==> config.mk <==
export PLATFORM = sky130hd
export DESIGN_NAME = mts_queue
export DESIGN_NICKNAME = d
export VERILOG_FILES = /design/src/rtl/core/mts_pkg.sv /design/src/rtl/core/mts_queue.sv
export SDC_FILE = /design/constraint.sdc
export NUM_CORES = 2
export LEC_CHECK = 0
export ABC_AREA = 1
export BUFFER_PORTS_ARGS = -buffer_cell sky130_fd_sc_hd__buf_2
export CORE_UTILIZATION = 50
export DETAILED_ROUTE_END_ITERATION = 10
export PLACE_DENSITY = 0.63
export SYNTH_ARGS = -nofsm -noshare
export SYNTH_HDL_FRONTEND = slang
export SYNTH_SLANG_ARGS = --single-unit
export TNS_END_PERCENT = 100
==> constraint.sdc <==
create_clock -name i_clk -period 19.36 [get_ports i_clk]
set_input_delay 3.872 -clock i_clk [delete_from_list [all_inputs] [get_ports i_clk]]
set_output_delay 3.872 -clock i_clk [all_outputs]
set_load 0.05 [all_outputs]
==> src/rtl/core/mts_pkg.sv <==
package mts_pkg;

    // Default sizes of the texel store and the mip pyramid.
    localparam int TEXEL_DEPTH_DEF = 131072;
    localparam int MAX_LEVELS_DEF  = 14;

    // Field and datapath widths.
    localparam int SIZE_W      = 13;
    localparam int LVL_W       = 4;
    localparam int ADDR_W      = 22;
    localparam int LIN_W       = 25;
    localparam int MAX_SIZE    = 4096;
    localparam int QUEUE_DEPTH = 16;
    localparam int OUT_DEPTH   = 4;
    localparam int CFG_IDX_W   = 1;

    // Register indexes of the configuration port.
    localparam logic [CFG_IDX_W-1:0] CFG_TEX_WIDTH  = 1'b0;
    localparam logic [CFG_IDX_W-1:0] CFG_TEX_HEIGHT = 1'b1;

    // Item functions.
    localparam logic FUNC_LOAD   = 1'b0;
    localparam logic FUNC_SAMPLE = 1'b1;

    typedef struct packed {
        logic        func;
        logic [16:0] texel_addr;
        logic [31:0] texel_data;
        logic [15:0] u;
        logic [15:0] v;
        logic [15:0] dx_u;
        logic [15:0] dx_v;
        logic [15:0] dy_u;
        logic [15:0] dy_v;
        logic        pixel_mode;
        logic        level_mode;
    } t_in_word;

    typedef struct packed {
        logic [7:0] red;
        logic [7:0] green;
        logic [7:0] blue;
        logic [7:0] alpha;
        logic [3:0] level_used;
    } t_out_word;

    typedef struct packed {
        logic                 we;
        logic [CFG_IDX_W-1:0] idx;
        logic [SIZE_W-1:0]    data;
    } t_cfg_wr;

    // One memory job: a texel write, or one or four texel reads and a blend.
    typedef struct packed {
        logic                   is_load;
        logic                   bilinear;
        logic [LVL_W-1:0]       level;
        logic [7:0]             wu;
        logic [7:0]             wv;
        logic [3:0][ADDR_W-1:0] addr;
        logic [31:0]            data;
    } t_job;

endpackage

==> src/rtl/core/mts_queue.sv <==
module mts_queue
    import mts_pkg::*;
(
    input  logic i_clk,
    input  logic i_rst_n,
    input  logic i_push,
    input  t_job i_job,
    input  logic i_pop,
    output logic o_valid,
    output t_job o_job
);

    localparam int PW = $clog2(QUEUE_DEPTH);

    t_job          r_mem [QUEUE_DEPTH];
    logic [PW-1:0] r_wp, r_rp;
    logic [PW:0]   r_cnt;

    // Entry storage; the front guarantees room by its credit count.
    always_ff @(posedge i_clk) begin
        if (i_push) begin
            r_mem[r_wp] <= i_job;
        end
    end

    always_ff @(posedge i_clk) begin
        if (!i_rst_n) begin
            r_wp  <= '0;
            r_rp  <= '0;
            r_cnt <= '0;
        end else begin
            if (i_push) r_wp <= r_wp + 1'b1;
            if (i_pop)  r_rp <= r_rp + 1'b1;
            r_cnt <= r_cnt + (PW+1)'(i_push) - (PW+1)'(i_pop);
        end
    end

    assign o_valid = (r_cnt != '0);
    assign o_job   = r_mem[r_rp];

`ifndef NO_ASSERTIONS
    a_no_overflow: assert property (@(posedge i_clk) disable iff (!i_rst_n)
        (r_cnt == (PW+1)'(QUEUE_DEPTH)) |-> (!i_push || i_pop))
        else $error("job queue pushed while full");
`endif

endmodule

==> impl_metrics.csv <==
group,metric,value,unit
yosys,synth.distinct_cells,21,
floorplanning,ios,289,
detailed_routing,ant_nets,0,
detailed_routing,dr_total_vias,61000,
clocking,cts_setup_buffers,0,
clocking,cts_hold_buf,0,
pwr,combPwrFrac,8.7,%
floorplanning,die_h,436,µm
yosys,yosys.area_share.simple,21.4,%
clocking,clockBufferDepth,3,
hold_path,hold_class,"reg -> reg",
pwr,clockPowerShare,39.9,%
floorplanning,dieArea,190000,µm²
clocking,cts_sinks,2289,
grt,first_global_vias,58600,
yosys,synth_most_common_cell,"nand2_1",
worst_setup_path,cpPeakStageDelay,1040,ps
detailed_routing,drtIter0Drc,6395,
pwr,p_int,0.00816,W
sta,fin_crit,9490,ps
final_layout,area_delta_synth_final,11.3,%
yosys,ys_top_cells_by_area,"edfxtp_1, nand2_1, nand3_1",
floorplanning,rows,158,
clocking,ctsHtreeMaxLevel,4,
yosys,synth_adder_area_share,0.167,%
pwr,leakagePower,41.3,nW
final_layout,fillCellCount,15400,
worst_setup_path,rrSetupSlack,15440,ps
floorplanning,die_x,436,µm
detailed_routing,wire_per_inst,21.7,µm
final_layout,drive_gt1_share,8.43,%
yosys,yosys-mux-area-fraction,0,%
sta,hold_ws,494,ps
yosys,yosysWarnings,0,
detailed_routing,drcViolationCount,0,
yosys,synth_common_cells,"nand2_1, edfxtp_1, nand3_1, inv_1, buf_2",
worst_setup_path,path_max_fanout,87,
pwr,p_seq_share,51.4,%
clocking,cts_buffers,229,
worst_setup_path,worstPathRequired,15490,ps
grt,grt-ovfl-total,0,
hold_path,hold_path_depth,2,
place,portBuffers,288,
pwr,p_per_area,103,nW/µm²
sta,tightest_slew,1400,ps
sta,finalSetupViolations,0,
clocking,root_buffer,"clkbuf_16",
sta,slew_headroom,6.70,%
yosys,synth_xor_area_share,0.0279,%
run_status,status,"completed",
hold_path,holdCritStartpoint,"r_rp[2]$_SDFFE_PN0P_",
yosys,syn_area_per_cell,11.2,µm²
final_layout,seq_area,68600,µm²
sta,period_share,49.0,%
yosys,synth_top_family_by_area,"simple AND/OR/NAND/NOR gates",
floorplanning,initial_core_util,50.6,%
clocking,cts_tree,"done",
pwr,peakVddDrop,0.0889,mV
yosys,synth_edf_count,2272,
yosys,yosysSeqAreaShare,72.8,%
yosys,synthCells,8400,
yosys,synth_top_area_share,72.4,%
worst_setup_path,reg2reg_from,"r_wp[0]$_SDFFE_PN0P_",
pwr,switching_share,24.1,%
sta,skew,40.9,ps
place,pre_cts_slack,10710,ps
pwr,power.net_switching,0.00259,W
worst_setup_path,worstSetupStartpointType,"flip-flop",
final_layout,fin_util,56.3,%
yosys,syn-num-nets,8558,
worst_setup_path,worstRegToRegCells,6,
grt,grt_first_pass_wirelength,365,mm
grt,grt_usage,25.4,%
clocking,clk_pin_slew,60,ps
yosys,synth_ff_type,"edfxtp_1",
place,hpwl,112,mm
worst_setup_path,r2r-end,"r_mem[10][121]$_DFFE_PP_",
sta,fmax,105,MHz
grt,antenna_found_initial,49,
clocking,worstSkewPairLatency,870,ps
worst_setup_path,worstSetupEndpointType,"output pin",
yosys,synth-compound-area-share,0.0664,%
yosys,async_reset_ff_share,0,%
sta,fin_ws,9870,ps
worst_setup_path,crit_family,"buffers and inverters",
worst_setup_path,path_buf_inv,4,
worst_setup_path,path_cells,"buf_4 > buf_4 > buf_4 > nand3_1 > nand3_1 > nand3_1 > nand2_1 > buf_2",
sta,finalSetupTns,0,ps
yosys,synth.ff_latch_count,2289,
grt,grt_max_degree,227,
sta,slew_viol_final,0,
job,maxCapViolations,0,
detailed_routing,routed_wl,244,mm
yosys,netlist_area,94200,µm²
final_layout,fin_area,105000,µm²
final_layout,multiInputGateArea,20500,µm²
worst_setup_path,setup.worst_path.class,"reg -> out",
floorplanning,coreArea,186000,µm²
sta,hold_violations,0,
place,placed_area,97500,µm²
place,gp_congestion,0.760,
detailed_routing,vias_per_cell,5.44,
sta,rsz0062_at_grt,"false",
final_layout,nets,8688,
detailed_routing,first_pass_iters,6,
clocking,post_cts_resized,0,
worst_setup_path,critPathArrivalTime,5620,ps
yosys,synth_top_cell_by_area,"edfxtp_1",
worst_setup_path,slowest_stage,"buf_4",
==> routing by layer <==
layer	GRT usage (%)	vias up	wire (µm)	part of all wire, %
li1	-	28400	-	-
met1	35.3	30000	105000	43
met2	41.0	2132	115000	47
met3	4.35	420	17500	7.2
met4	7.50	48	6290	2.6
met5	0	-	308	0.13
==> how the worst max path moves through the flow <==
stage | slack, ps | cells after the start | end | from
2_1_floorplan | 8500 | 3 | r_mem[15][0]$_DFFE_PP_ | i_push
3_3_place_gp | 10800 | 8 | o_job[113] | flip-flop
3_5_place_dp | 10710 | 8 | o_job[113] | flip-flop
4_1_cts | 9720 | 8 | o_job[113] | flip-flop
5_1_grt | 9580 | 8 | o_job[106] | flip-flop
6_report | 9870 | 8 | o_job[113] | flip-flop
==> registers in the layout (all words and copies together) (netlist names), named ones only <==
register,cells
r_mem,2272
r_cnt,5
r_rp,4
r_wp,4
==> cell usage in the layout (no fill, tap or decap), drive strengths merged, types with 2 or more instances in the layout <==
cell type  Yosys  routed
or2           18      18
nand4          2       2
nor2          30      30
clkinv         1     106
inv          797     808
ha            11      11
dfxtp         17      17
edfxtp      2272    2272
xor2           3       3
nand3       1632    1632
diode          0      13
buf          388     372
clkinvlp       0       7
o21ai          3       3
a21oi          8       8
clkbuf        85     280
bufinv         0      17
nand2       3130    3130
==> through the flow <==
stage          instances  power (W)
3_5_place_dp       10800    0.00657
3_3_place_gp       10800    0.00656
4_1_cts            11200     0.0108
5_1_grt            11200     0.0111
6_report           11200     0.0107
2_1_floorplan       8400    0.00627
==> power by group through the flow <==
stage	registers (W)	logic (W)	clock network, W
detailed placement	0.00563	0.000939	0
finish	0.00553	0.000936	0.00429
CTS	0.00553	0.000942	0.00436
global route	0.00553	0.00103	0.00454
global placement	0.00563	0.000929	0
floorplan	0.00564	0.000637	0
==> cells by family after synthesis <==
kind of cell | after synthesis
simple gates | 4813
flops | 2289
buf+inv | 1271
compound gates | 12
fa+ha+maj | 12
xor+xnor | 3
==> area by class of cell <==
type	instances	share of cell area, %
repair buffers	372	2.18
diodes	13	0.0310
multi-input cells	4840	19.6
clock buffers	280	5.76
inverters	798	2.89
clock inverters	140	1.17
well taps	2480	2.96
flip-flops and latches	2289	65.4
==> worst register-to-register path: cells and delay by family, from the launching register on <==
kind,cells,cell delay (ps)
buffers and inverters,3,1780
adder cells (fa/ha/maj),1,150
AND/OR/NAND/NOR,2,1130
flip-flops,1,350
No activity file was read; power rests on OpenSTA's default activity.
